`src/rtl/core/write_burst_lane_packer_unit_defines.svh`:
```
// Assertion macros for the write burst lane packer.
// Included by the top level; the macros expect signals clk and rst in scope.
`ifndef WRITE_BURST_LANE_PACKER_UNIT_DEFINES_SVH
`define WRITE_BURST_LANE_PACKER_UNIT_DEFINES_SVH

// Checks a condition at every clock edge outside reset.
`define WBLP_ASSERT_ALWAYS(lbl, cond, msg) \
  lbl: assert property (@(posedge clk) disable iff (rst) (cond)) else $error(msg);

// Checks that a condition in one cycle implies another in the next cycle.
`define WBLP_ASSERT_NEXT(lbl, ante, cons, msg) \
  lbl: assert property (@(posedge clk) disable iff (rst) (ante) |=> (cons)) else $error(msg);

// Checks that a condition implies another in the same cycle.
`define WBLP_ASSERT_SAME(lbl, ante, cons, msg) \
  lbl: assert property (@(posedge clk) disable iff (rst) (ante) |-> (cons)) else $error(msg);

`endif

```
`src/rtl/core/wblp_pkg.sv`:
```
// Constants shared by the write burst lane packer: function codes, digest
// seeds and multipliers, and burst limits. No dependencies.
package wblp_pkg;

  // Function codes carried in the input tuser.
  localparam logic [1:0] FUNC_NEW_DESC = 2'd0;
  localparam logic [1:0] FUNC_HEADER   = 2'd1;
  localparam logic [1:0] FUNC_DATA     = 2'd2;

  // Digest seeds and multipliers.
  localparam logic [63:0] SEED_FIRST  = 64'hCBF2_9CE4_8422_2325;
  localparam logic [63:0] SEED_SECOND = 64'h9E37_79B9_7F4A_7C15;
  localparam logic [63:0] MUL_FIRST   = 64'h0000_0100_0000_01B3;
  localparam logic [63:0] MUL_SECOND  = 64'hBF58_476D_1CE4_E5B9;
  localparam int unsigned MIX_SHIFT   = 31;

  // Largest burst length in beats.
  localparam logic [4:0] BEAT_LIMIT = 5'd16;

  // Lanes per beat after reset, and the widest bus.
  localparam logic [3:0] BUS_RESET = 4'd8;
  localparam logic [3:0] BUS_MAX   = 4'd8;

endpackage

```
`src/rtl/core/write_burst_lane_packer_unit.sv`:
```
// Write burst lane packer: packs burst payload bytes into write beats with
// byte strobes and keeps a two-word running digest.
// Depends on wblp_pkg and write_burst_lane_packer_unit_defines.svh.
//
// Sequencing: one transaction at a time; a descriptor, dropped byte or unused code is taken
// in S_IDLE, a header in S_HDR then S_SKIP or S_FLUSH, a data byte in six shared 32x32
// multiplier passes and a mix add, after S_PRE if a full beat from a narrower width goes out
// first, and the burst's last byte ends in S_TAIL for a partial beat and S_FLUSH for padding.
// A beat is on m_tvalid the cycle after it is sent; a stalled output holds the sequencer.
// Reset is synchronous: clears digest, burst state and output valid, sets bus_bytes to 8.
`include "write_burst_lane_packer_unit_defines.svh"

module write_burst_lane_packer_unit
  import wblp_pkg::*;
(
  input  logic         clk,
  input  logic         rst,
  // Configuration write channel (bus_bytes).
  input  logic         cfg_valid,
  output logic         cfg_ready,
  input  logic [3:0]   cfg_data,
  // Input stream.
  input  logic         s_tvalid,
  output logic         s_tready,
  // tdata: lead_bytes[6:0], useful_count[14:7], beat_count[19:15],
  // data_byte[27:20], zero fill [31:28].
  input  logic [31:0]  s_tdata,
  // tuser: func[1:0].
  input  logic [1:0]   s_tuser,
  // Output stream, tlast is last_beat.
  output logic         m_tvalid,
  input  logic         m_tready,
  // tdata: beat_data[63:0], byte_strobe[71:64], digest_first[135:72],
  // digest_second[199:136].
  output logic [199:0] m_tdata,
  output logic         m_tlast
);

  typedef enum logic [13:0] {
    S_IDLE  = 14'b00_0000_0000_0001,
    S_HDR   = 14'b00_0000_0000_0010,
    S_SKIP  = 14'b00_0000_0000_0100,
    S_PRE   = 14'b00_0000_0000_1000,
    S_H0    = 14'b00_0000_0001_0000,
    S_H1    = 14'b00_0000_0010_0000,
    S_H2    = 14'b00_0000_0100_0000,
    S_H3    = 14'b00_0000_1000_0000,
    S_H4    = 14'b00_0001_0000_0000,
    S_H5    = 14'b00_0010_0000_0000,
    S_H6    = 14'b00_0100_0000_0000,
    S_POST  = 14'b00_1000_0000_0000,
    S_TAIL  = 14'b01_0000_0000_0000,
    S_FLUSH = 14'b10_0000_0000_0000
  } state_t;

  state_t       state;
  logic [3:0]   bus_bytes;
  logic [63:0]  hash_first;
  logic [63:0]  hash_second;
  logic [63:0]  beat_accum;
  logic [7:0]   strobe_accum;
  logic [3:0]   addr_offset;
  logic [7:0]   bytes_remaining;
  logic [4:0]   beats_remaining;

  // Latched input item.
  logic [6:0]   in_lead;
  logic [7:0]   in_useful;
  logic [4:0]   in_beats;
  logic [7:0]   in_data;

  // Header working registers.
  logic [6:0]   lead_rem;
  logic [7:0]   useful_hold;

  // Shared multiplier datapath.
  logic [63:0]  mul_acc;
  logic [63:0]  mix;
  logic [31:0]  mul_a;
  logic [31:0]  mul_b;
  logic [63:0]  prod;
  logic [63:0]  acc_sum;
  logic [63:0]  first_x;

  // Output register.
  logic         out_valid;
  logic [63:0]  out_beat;
  logic [7:0]   out_strobe;
  logic         out_last;
  logic [63:0]  out_df;
  logic [63:0]  out_ds;

  logic [3:0]   bus;
  logic [4:0]   beats_c;
  logic [7:0]   cap;
  logic [7:0]   lead8;
  logic [7:0]   room;
  logic [7:0]   useful_c;
  logic         s_fire;
  logic         out_free;
  logic         emit_want;
  logic         emit_go;
  logic [4:0]   beats_after;
  logic [3:0]   off_after;

  assign cfg_ready = 1'b1;
  assign s_tready  = (state == S_IDLE);
  assign s_fire    = s_tvalid & s_tready;
  assign m_tvalid  = out_valid;
  assign m_tlast   = out_last;
  assign m_tdata   = {out_ds, out_df, out_strobe, out_beat};
  assign out_free  = !out_valid || m_tready;

  // Effective lane count: zero acts as one, above eight acts as eight.
  always_comb begin
    if (bus_bytes == 4'd0) begin
      bus = 4'd1;
    end else if (bus_bytes > BUS_MAX) begin
      bus = BUS_MAX;
    end else begin
      bus = bus_bytes;
    end
  end

  // Header arithmetic: clamp beats, then cut useful bytes to the burst space.
  always_comb begin
    if (in_beats == 5'd0) begin
      beats_c = 5'd1;
    end else if (in_beats > BEAT_LIMIT) begin
      beats_c = BEAT_LIMIT;
    end else begin
      beats_c = in_beats;
    end
    cap   = 8'({3'b000, beats_c} * {4'b0000, bus});
    lead8 = {1'b0, in_lead};
    room  = cap - lead8;
    if (lead8 >= cap) begin
      useful_c = 8'd0;
    end else if (in_useful > room) begin
      useful_c = room;
    end else begin
      useful_c = in_useful;
    end
  end

  // Operand selection for the shared 32x32 multiplier. Each 64-bit product
  // modulo 2^64 takes three passes: low*low, high*low and low*high.
  assign first_x = hash_first ^ {56'd0, in_data};

  always_comb begin
    case (state)
      S_H0: begin
        mul_a = first_x[31:0];
        mul_b = MUL_FIRST[31:0];
      end
      S_H1: begin
        mul_a = first_x[63:32];
        mul_b = MUL_FIRST[31:0];
      end
      S_H2: begin
        mul_a = first_x[31:0];
        mul_b = MUL_FIRST[63:32];
      end
      S_H4: begin
        mul_a = mix[31:0];
        mul_b = MUL_SECOND[31:0];
      end
      S_H5: begin
        mul_a = mix[63:32];
        mul_b = MUL_SECOND[31:0];
      end
      S_H6: begin
        mul_a = mix[31:0];
        mul_b = MUL_SECOND[63:32];
      end
      default: begin
        mul_a = 32'd0;
        mul_b = 32'd0;
      end
    endcase
  end

  assign prod    = {32'd0, mul_a} * {32'd0, mul_b};
  assign acc_sum = mul_acc + {prod[31:0], 32'd0};

  // Which states want to send a beat this cycle.
  always_comb begin
    case (state)
      S_SKIP:  emit_want = (lead_rem >= {3'b000, bus});
      S_PRE:   emit_want = 1'b1;
      S_POST:  emit_want = (addr_offset >= bus);
      S_TAIL:  emit_want = 1'b1;
      S_FLUSH: emit_want = (beats_remaining != 5'd0);
      default: emit_want = 1'b0;
    endcase
  end

  assign emit_go     = emit_want & out_free;
  assign beats_after = beats_remaining - {4'd0, emit_go};
  assign off_after   = emit_go ? 4'd0 : addr_offset;

  // Sequencer, burst state and output register.
  always_ff @(posedge clk) begin
    if (rst) begin
      state           <= S_IDLE;
      bus_bytes       <= BUS_RESET;
      hash_first      <= 64'd0;
      hash_second     <= 64'd0;
      beat_accum      <= 64'd0;
      strobe_accum    <= 8'd0;
      addr_offset     <= 4'd0;
      bytes_remaining <= 8'd0;
      beats_remaining <= 5'd0;
      out_valid       <= 1'b0;
    end else begin
      if (cfg_valid && cfg_ready) begin
        bus_bytes <= cfg_data;
      end

      // A new beat loads the output register, a taken one empties it.
      if (emit_go) begin
        out_valid       <= 1'b1;
        out_beat        <= beat_accum;
        out_strobe      <= strobe_accum;
        out_last        <= (beats_remaining == 5'd1);
        out_df          <= hash_first;
        out_ds          <= hash_second;
        beats_remaining <= beats_after;
        beat_accum      <= 64'd0;
        strobe_accum    <= 8'd0;
        addr_offset     <= 4'd0;
      end else if (m_tready) begin
        out_valid <= 1'b0;
      end

      case (state)
        S_IDLE: begin
          if (s_fire) begin
            in_lead   <= s_tdata[6:0];
            in_useful <= s_tdata[14:7];
            in_beats  <= s_tdata[19:15];
            in_data   <= s_tdata[27:20];
            case (s_tuser)
              FUNC_NEW_DESC: begin
                hash_first      <= 64'd0;
                hash_second     <= 64'd0;
                beat_accum      <= 64'd0;
                strobe_accum    <= 8'd0;
                addr_offset     <= 4'd0;
                bytes_remaining <= 8'd0;
                beats_remaining <= 5'd0;
              end
              FUNC_HEADER: begin
                state <= S_HDR;
              end
              FUNC_DATA: begin
                if (bytes_remaining == 8'd0 || beats_remaining == 5'd0) begin
                  bytes_remaining <= 8'd0;
                end else if (addr_offset >= bus) begin
                  state <= S_PRE;
                end else begin
                  state <= S_H0;
                end
              end
              default: begin
                state <= S_IDLE;
              end
            endcase
          end
        end

        // Seed the digest if it is clear, start the burst and choose skip or flush.
        S_HDR: begin
          if (hash_first == 64'd0 && hash_second == 64'd0) begin
            hash_first  <= SEED_FIRST;
            hash_second <= SEED_SECOND;
          end
          beat_accum      <= 64'd0;
          strobe_accum    <= 8'd0;
          addr_offset     <= 4'd0;
          beats_remaining <= beats_c;
          bytes_remaining <= 8'd0;
          lead_rem        <= in_lead;
          useful_hold     <= useful_c;
          if (useful_c == 8'd0) begin
            state <= S_FLUSH;
          end else begin
            state <= S_SKIP;
          end
        end

        // Send the empty beats ahead of the first useful byte.
        S_SKIP: begin
          if (emit_want) begin
            if (emit_go) begin
              lead_rem <= lead_rem - {3'b000, bus};
            end
          end else begin
            addr_offset     <= lead_rem[3:0];
            bytes_remaining <= useful_hold;
            state           <= S_IDLE;
          end
        end

        // A full beat left from a narrower width goes out before the byte.
        S_PRE: begin
          if (emit_go) begin
            if (beats_remaining == 5'd1) begin
              bytes_remaining <= 8'd0;
              state           <= S_IDLE;
            end else begin
              state <= S_H0;
            end
          end
        end

        // First digest word: (first ^ d) * MUL_FIRST.
        S_H0: begin
          mul_acc <= prod;
          state   <= S_H1;
        end
        S_H1: begin
          mul_acc <= acc_sum;
          state   <= S_H2;
        end
        S_H2: begin
          hash_first <= acc_sum;
          state      <= S_H3;
        end

        // Mix term for the second word, using the updated first word.
        S_H3: begin
          mix   <= hash_second + ((hash_first >> MIX_SHIFT) ^ {56'd0, in_data});
          state <= S_H4;
        end

        // Second digest word: mix * MUL_SECOND.
        S_H4: begin
          mul_acc <= prod;
          state   <= S_H5;
        end
        S_H5: begin
          mul_acc <= acc_sum;
          state   <= S_H6;
        end

        // Finish the digest and place the byte in its lane.
        S_H6: begin
          hash_second     <= acc_sum;
          beat_accum      <= beat_accum | ({56'd0, in_data} << {addr_offset[2:0], 3'b000});
          strobe_accum    <= strobe_accum | (8'd1 << addr_offset[2:0]);
          addr_offset     <= addr_offset + 4'd1;
          bytes_remaining <= bytes_remaining - 8'd1;
          state           <= S_POST;
        end

        // Send a filled beat, then close the burst after its last byte.
        S_POST: begin
          if (!emit_want || emit_go) begin
            if (bytes_remaining == 8'd0) begin
              if (off_after != 4'd0) begin
                state <= S_TAIL;
              end else begin
                state <= S_FLUSH;
              end
            end else begin
              if (beats_after == 5'd0) begin
                bytes_remaining <= 8'd0;
              end
              state <= S_IDLE;
            end
          end
        end

        // Partly filled final beat.
        S_TAIL: begin
          if (emit_go) begin
            state <= S_FLUSH;
          end
        end

        // Remaining beats of the burst with zero strobe.
        S_FLUSH: begin
          if (beats_remaining == 5'd0) begin
            bytes_remaining <= 8'd0;
            state           <= S_IDLE;
          end
        end

        default: begin
          state <= S_IDLE;
        end
      endcase
    end
  end

  // An open burst that still expects bytes always owes at least one beat.
  `WBLP_ASSERT_SAME(a_bytes_need_beats, (state == S_IDLE) && (bytes_remaining != 8'd0), beats_remaining != 5'd0, "bytes pending with no beat left")

  // Strobe bits only stand below the next lane position.
  `WBLP_ASSERT_ALWAYS(a_strobe_below_offset, 8'(strobe_accum >> addr_offset) == 8'd0, "strobe set at or above lane position")

  // Sending the last beat of a burst leaves no beat owed.
  `WBLP_ASSERT_NEXT(a_last_closes_burst, emit_go && (beats_remaining == 5'd1), beats_remaining == 5'd0, "beats owed after last beat")

endmodule
```
`config.mk`:
```
export PLATFORM = sky130hd
export DESIGN_NAME = write_burst_lane_packer_unit
export DESIGN_NICKNAME = d
export VERILOG_FILES = /design/src/rtl/core/wblp_pkg.sv /design/src/rtl/core/write_burst_lane_packer_unit.sv
export VERILOG_INCLUDE_DIRS = /design/src /design/src/rtl/core
export SDC_FILE = /design/constraint.sdc
export NUM_CORES = 2
export LEC_CHECK = 0
export BUFFER_PORTS_ARGS = -buffer_cell sky130_fd_sc_hd__buf_2
export CAP_MARGIN = 20
export CORE_MARGIN = 2
export CORE_UTILIZATION = 45
export DETAILED_ROUTE_END_ITERATION = 10
export GPL_TIMING_DRIVEN = 0
export RECOVER_POWER = 50
export SYNTH_ARGS = -nofsm -noshare
export SYNTH_HDL_FRONTEND = slang
export SYNTH_SLANG_ARGS = --single-unit
```
`constraint.sdc`:
```
create_clock -name clk -period 45.4 [get_ports clk]
set_input_delay 4.54 -clock clk [delete_from_list [all_inputs] [get_ports clk]]
set_output_delay 4.54 -clock clk [all_outputs]
set_load 0.005 [all_outputs]
```
# Yosys cells after proc, flatten, opt, wreduce, memory -nomap -nowiden
# Cells that the tools add are included.
# word_totals
regBits	608
elab_cells	184
# op_classes
add_sub_neg	7
multipliers	2
n_lt_le_gt_ge	6
eq_ne	34
shift	2
mux	63
bitwise_logic	7
reduce_logical	40
# ops
operator	n
64-bit case mux with 3 select lines	3
64-bit 2-to-1 mux	7
32-bit case mux with 4 select lines	2
14-bit case mux with 14 select lines	1
14-bit 2-to-1 mux	10
64-bit logical NOT	2
64-bit case mux with 2 select lines	1
8-bit 2-to-1 mux	14
64-bit by 33-bit adder with 64-bit output	1
64-bit adder	1
32-bit by 32-bit multiplier with 64-bit output	1
64-bit OR	1
8-bit by 6-bit << shifter with 64-bit output	1
64-bit by 8-bit XOR with 64-bit output	1
8-bit case mux with 7 select lines	1
14-bit case mux with 3 select lines	1
5-bit 2-to-1 mux	7
33-bit by 8-bit XOR with 33-bit output	1
4-bit 2-to-1 mux	6
2-bit inequality test, second input constant	12
8-bit case mux with 3 select lines	1
8-bit logical NOT	2
4-bit case mux with 4 select lines	1
8-bit case mux with 2 select lines	1
other kinds (58)	82

# Longest topological paths before layout
# depth
ltp_word	12
mapped_depth	45
mapped_depth_nobuf	43

# Worst setup path after synthesis
# Ideal clock, no wire load.
# synth_timing
kind	input to register
startpoint	input port rst
endpoint	register out_last, in the netlist m_tlast, enable pin
setup_ns	1.010
arrival_time_ns	18.309
required_time_ns	44.390
path_slack_ns	26.082
path_stages	2
n_path_buf	1
cell_sequence	clkbuf_1 > nor3_1
# synth_between
elab_chain_cells	2
# synth_rtl
item	line	text
from (decl)	write_burst_lane_packer_unit.sv:17	input logic rst,
1-bit NOT (no line)	-	
2-bit AND reduction (no line)	-	
to (signal assigned)	write_burst_lane_packer_unit.sv:225	out_last <= (beats_remaining == 5'd1);
to (decl)	write_burst_lane_packer_unit.sv:89	logic out_last;
# No other way between the ends.
# A chain may end at the register's enable or synchronous reset.

# Final worst setup path
# layout_timing
startpoint	register state[12]
endpoint	register hash_second[63]
# layout_between
elab_chain_cells	6
word_cells_on_any_way	23
# layout_rtl
item	line	text
from (decl)	write_burst_lane_packer_unit.sv:56	state_t state;
from (signal assigned)	write_burst_lane_packer_unit.sv:205	state <= S_IDLE;
from (signal assigned)	write_burst_lane_packer_unit.sv:254	state <= S_HDR;
from (signal assigned)	write_burst_lane_packer_unit.sv:260	state <= S_PRE;
14-bit by 11-bit == test with 1-bit output, or another cell as far along	write_burst_lane_packer_unit.sv:151, write_burst_lane_packer_unit.sv:236	
2-bit OR reduction (no line)	-	
32-bit case mux with 4 select lines	write_burst_lane_packer_unit.sv:151	case (state)
32-bit by 32-bit multiplier with 64-bit output	write_burst_lane_packer_unit.sv:183	assign prod = {32'd0, mul_a} * {32'd0, mul_b};
64-bit adder	write_burst_lane_packer_unit.sv:184	assign acc_sum = mul_acc + {prod[31:0], 32'd0};
64-bit case mux with 3 select lines	write_burst_lane_packer_unit.sv:236	case (state)
to (signal assigned)	write_burst_lane_packer_unit.sv:349	hash_second <= acc_sum;
to (decl)	write_burst_lane_packer_unit.sv:59	logic [63:0] hash_second;
# Several ways; a longest one is shown, not always the timed one.

==> flow_summary_export.csv <==
group,metric,value,unit
grt,globalRoute.totalOverflow,0,
setup_path,slowest_stage,"nor2_1",
setup_path,required,45.90,ns
place,post-dp-hpwl,163,mm
clock_tree,cts_post_setup_buffers_inserted,0,
timing,whs,0.423,ns
pwr,switching_power,276,uW
drt,drt_wl_total,193,mm
floorplan,core-area,0.120,sq mm
clock_tree,post_cts_resize_count,0,
timing,rsz0062_at_grt,"false",
layout,fillerInstances,11222,
drt,detailroute.via_count,40392,
grt,grt_pass1_wl,281,mm
layout,most-common-layout-cells,"1084 x inv_1, 745 x fa_1, 489 x ha_1",
floorplan,std_cell_rows,127,
pwr,swShare,24.1,%
place,port_buffers,240,
setup_path,worst-setup-path-type,"register to register",
worst_hold_path,hold_path_depth,0,
layout,final_cell_utilization_of_the_core,49.9,%
drt,drt_iter0_markers,3748,
timing,timing_worst_slew_pin_value,1.55,ns
logic_synthesis,yosys_register_bits,608,
logic_synthesis,count_of_flip_flops_with_a_built_in_enable_after_synthesis,372,
grt,antenna_violations_before_repair,6,
pwr,clock_power_share,41.7,%
logic_synthesis,postSynthCellCount,5173,
grt,number_of_global_route_vias_before_repair,41709,
floorplan,fp.dieH,351,um
place,place_area,0.0581,sq mm
timing,timing.slew.headroom,-3.22,%
logic_synthesis,ys_seq_area_share,29.4,%
setup_path,end_kind,"register",
clock_tree,ctsHoldBuffers,0,
logic_synthesis,synth.yosys.warnings,0,
logic_synthesis,post_synth_num_cell_types,98,
setup_path,critical_path.reg2reg.endpoint,"hash_second[63]$_SDFFE_PP0P_",
timing,setup_tns_final,0,ns
logic_synthesis,synth_flop_type,"edfxtp_1",
timing,clock-skew-final,0.0481,ns
layout,multi_input_comb_area,0.0334,sq mm
setup_path,maximum_fanout_along_the_worst_path,10,
setup_path,worst-r2r-cell-count,41,
run_status,violations,"slew limit",
pwr,power_frac_comb,7.0,%
layout,area.growth.synth_to_final,10.4,%
drt,detailedRoute.firstPassIterationCount,5,
setup_path,r2r_slack,30.77,ns
floorplan,die_width,351,um
setup_path,critical_path.most_common_cell,"fa_1",
layout,post_route_cells_drive_above_1_share,7.12,%
logic_synthesis,synth_area_per_cell,10.5,sq um
timing,report.final.setup_viol,0,
logic_synthesis,syn_nets,6450,
layout,layout.cells.most_common,"inv_1",
logic_synthesis,async_flop_share,0,%
clock_tree,cts_htree_levels,2,
setup_path,timing.critical_path.from_type,"register",
drt,routed_via_density,5.61,
timing,timing.final.hold_violations,0,
layout,num-nets-final,6819,
setup_path,regToRegStartpoint,"state[12]$_SDFFE_PP0P_",
timing,slew_violations,4,
clock_tree,clock_tree_from_tritoncts,"done",
pwr,peakVddDrop,0.0338,mV
layout,finish.instance_area,0.0597,sq mm
drt,ant_nets_after_route,0,
pwr,post-layout-total-power,1140,uW
floorplan,die-area,0.123,sq mm
pwr,internal_power,869,uW
clock_tree,clockRootBuffer,"clkbuf_16",
setup_path,critical_path_arrival,15.13,ns
floorplan,start_util,45.2,%
layout,ff_latch_area,0.0159,sq mm
clock_tree,clkSinkCount,608,
setup_path,critPathMaxStageDelay,1.16,ns
clock_tree,cts_made_buffers,53,
pwr,power.static_leakage,0.0277,uW
grt,grt_max_degree,27,
drt,drcViolationCount,0,
grt,grtUsageTotal,31.7,%
clock_tree,clock_insertion_delay_worst_skew,0.66,ns
floorplan,ioPinCount,247,
timing,crit_share_post_route,32.2,%
clock_tree,worst_setup_hold_path_clk_slew,0.08,ns
worst_hold_path,hp-class,"register to register",
run_status,outcome,"finished with violations",
job,cap_viol_max_count,0,
pwr,power.sequential.fraction,51.3,%
place,gp_congestion,1.00,
drt,wl_per_cell,26.7,um
pwr,power_density,19.2,mW/mm^2
worst_hold_path,timing.hold.worst_endpoint,"out_beat[57]$_DFFE_PP_",
clock_tree,max-clock-path-buffers,3,
logic_synthesis,netlist_area,0.0541,sq mm
timing,max_freq,68.3,MHz
worst_hold_path,hp-start,"beat_accum[57]$_SDFF_PP0_",
timing,final_critical_period,14.63,ns
## layer usage
layer / GRT usage [%] / share of wire, % / vias up
met2: 50.4 / 46 / 1974
li1: - / - / 17728
met5: 0 / 0.030 / -
met4: 14.0 / 5.1 / 8
met3: 9.01 / 10 / 422
met1: 40.2 / 39 / 20260
## power by group through the flow
stage	Sequential [uW]	Combinational, uW	Clock [uW]
floorplan	599	54.4	0
global placement	600	80.0	0
detailed placement	600	81.5	0
CTS	588	82.0	482
global route	588	86.8	499
finish	588	80.3	477
## cells by family after synthesis
family / share of synthesized area [%]
multiplexers: 0.171
buffers and inverters: 8.93
other: 0.00693
XOR/XNOR: 3.03
adder cells (fa/ha/maj): 38.9
AND/OR/NAND/NOR: 9.38
flip-flops: 29.4
AO/OA/AOI/OAI: 10.2
## area by class of cell
class / count / area share, %
Clock inverter: 19 / 0.298
Antenna cell: 3 / 0.0126
Buffer: 161 / 1.13
Multi-Input combinational cell: 3313 / 56.0
Clock buffer: 81 / 2.73
Timing Repair Buffer: 314 / 2.95
Sequential cell: 608 / 26.6
Tap cell: 1612 / 3.38
Inverter: 1091 / 6.86
## worst max-delay path, delay by kind of cell, from the launching register on
kind                     cells  cell delay, ns
adder cells (fa/ha/maj)     10            4.82
AND/OR/NAND/NOR             10            3.22
buffers and inverters       12            2.81
AO/OA/AOI/OAI                7            2.36
XOR/XNOR                     2            0.95
flip-flops                   1            0.31
## registers in the layout, summed over array words and instances (netlist names), 7 cells and up
| register | count |
|---|---|
| state | 14 |
| hash_first | 64 |
| mul_acc | 64 |
| out_df | 64 |
| strobe_accum | 8 |
| in_data | 8 |
| bytes_remaining | 8 |
| in_useful | 8 |
| out_strobe | 8 |
| beat_accum | 64 |
| out_beat | 64 |
| out_ds | 64 |
| lead_rem | 7 |
| hash_second | 64 |
| in_lead | 7 |
| mix | 64 |
| useful_hold | 8 |
## stage by stage
stage	worst slack, ns	instances
3_5_place_dp	31.31	7096
4_1_cts	31.24	7196
2_1_floorplan	26.08	5173
5_1_grt	30.60	7199
6_report	30.77	7202
3_3_place_gp	18.34	7025
## cells in the mapped netlist (all sizes together), types with 93 or more instances
library cell     n  area (sq um)
inv           1091          4100
fa             745         14900
ha             489          6120
nor2           441          1670
edfxtp         372         11200
a21oi          249          1250
dfxtp          236          4720
nand2          217           825
xnor2          126          1100
o21ai          123           619
clkbuf         107           404
a221oi          93           851
## worst max path at each step
stage                                 startpoint                            to
final                     state[12]$_SDFFE_PP0P_  hash_second[63]$_SDFFE_PP0P_
after global routing      state[12]$_SDFFE_PP0P_  hash_second[63]$_SDFFE_PP0P_
after CTS                  state[6]$_SDFFE_PP0P_  hash_second[63]$_SDFFE_PP0P_
after detailed placement   state[6]$_SDFFE_PP0P_  hash_second[63]$_SDFFE_PP0P_
after global placement                       rst          out_df[24]$_DFFE_PP_
after floorplan                              rst             m_tlast$_DFFE_PP_
Note: power is estimated with default switching activity, not from simulation.
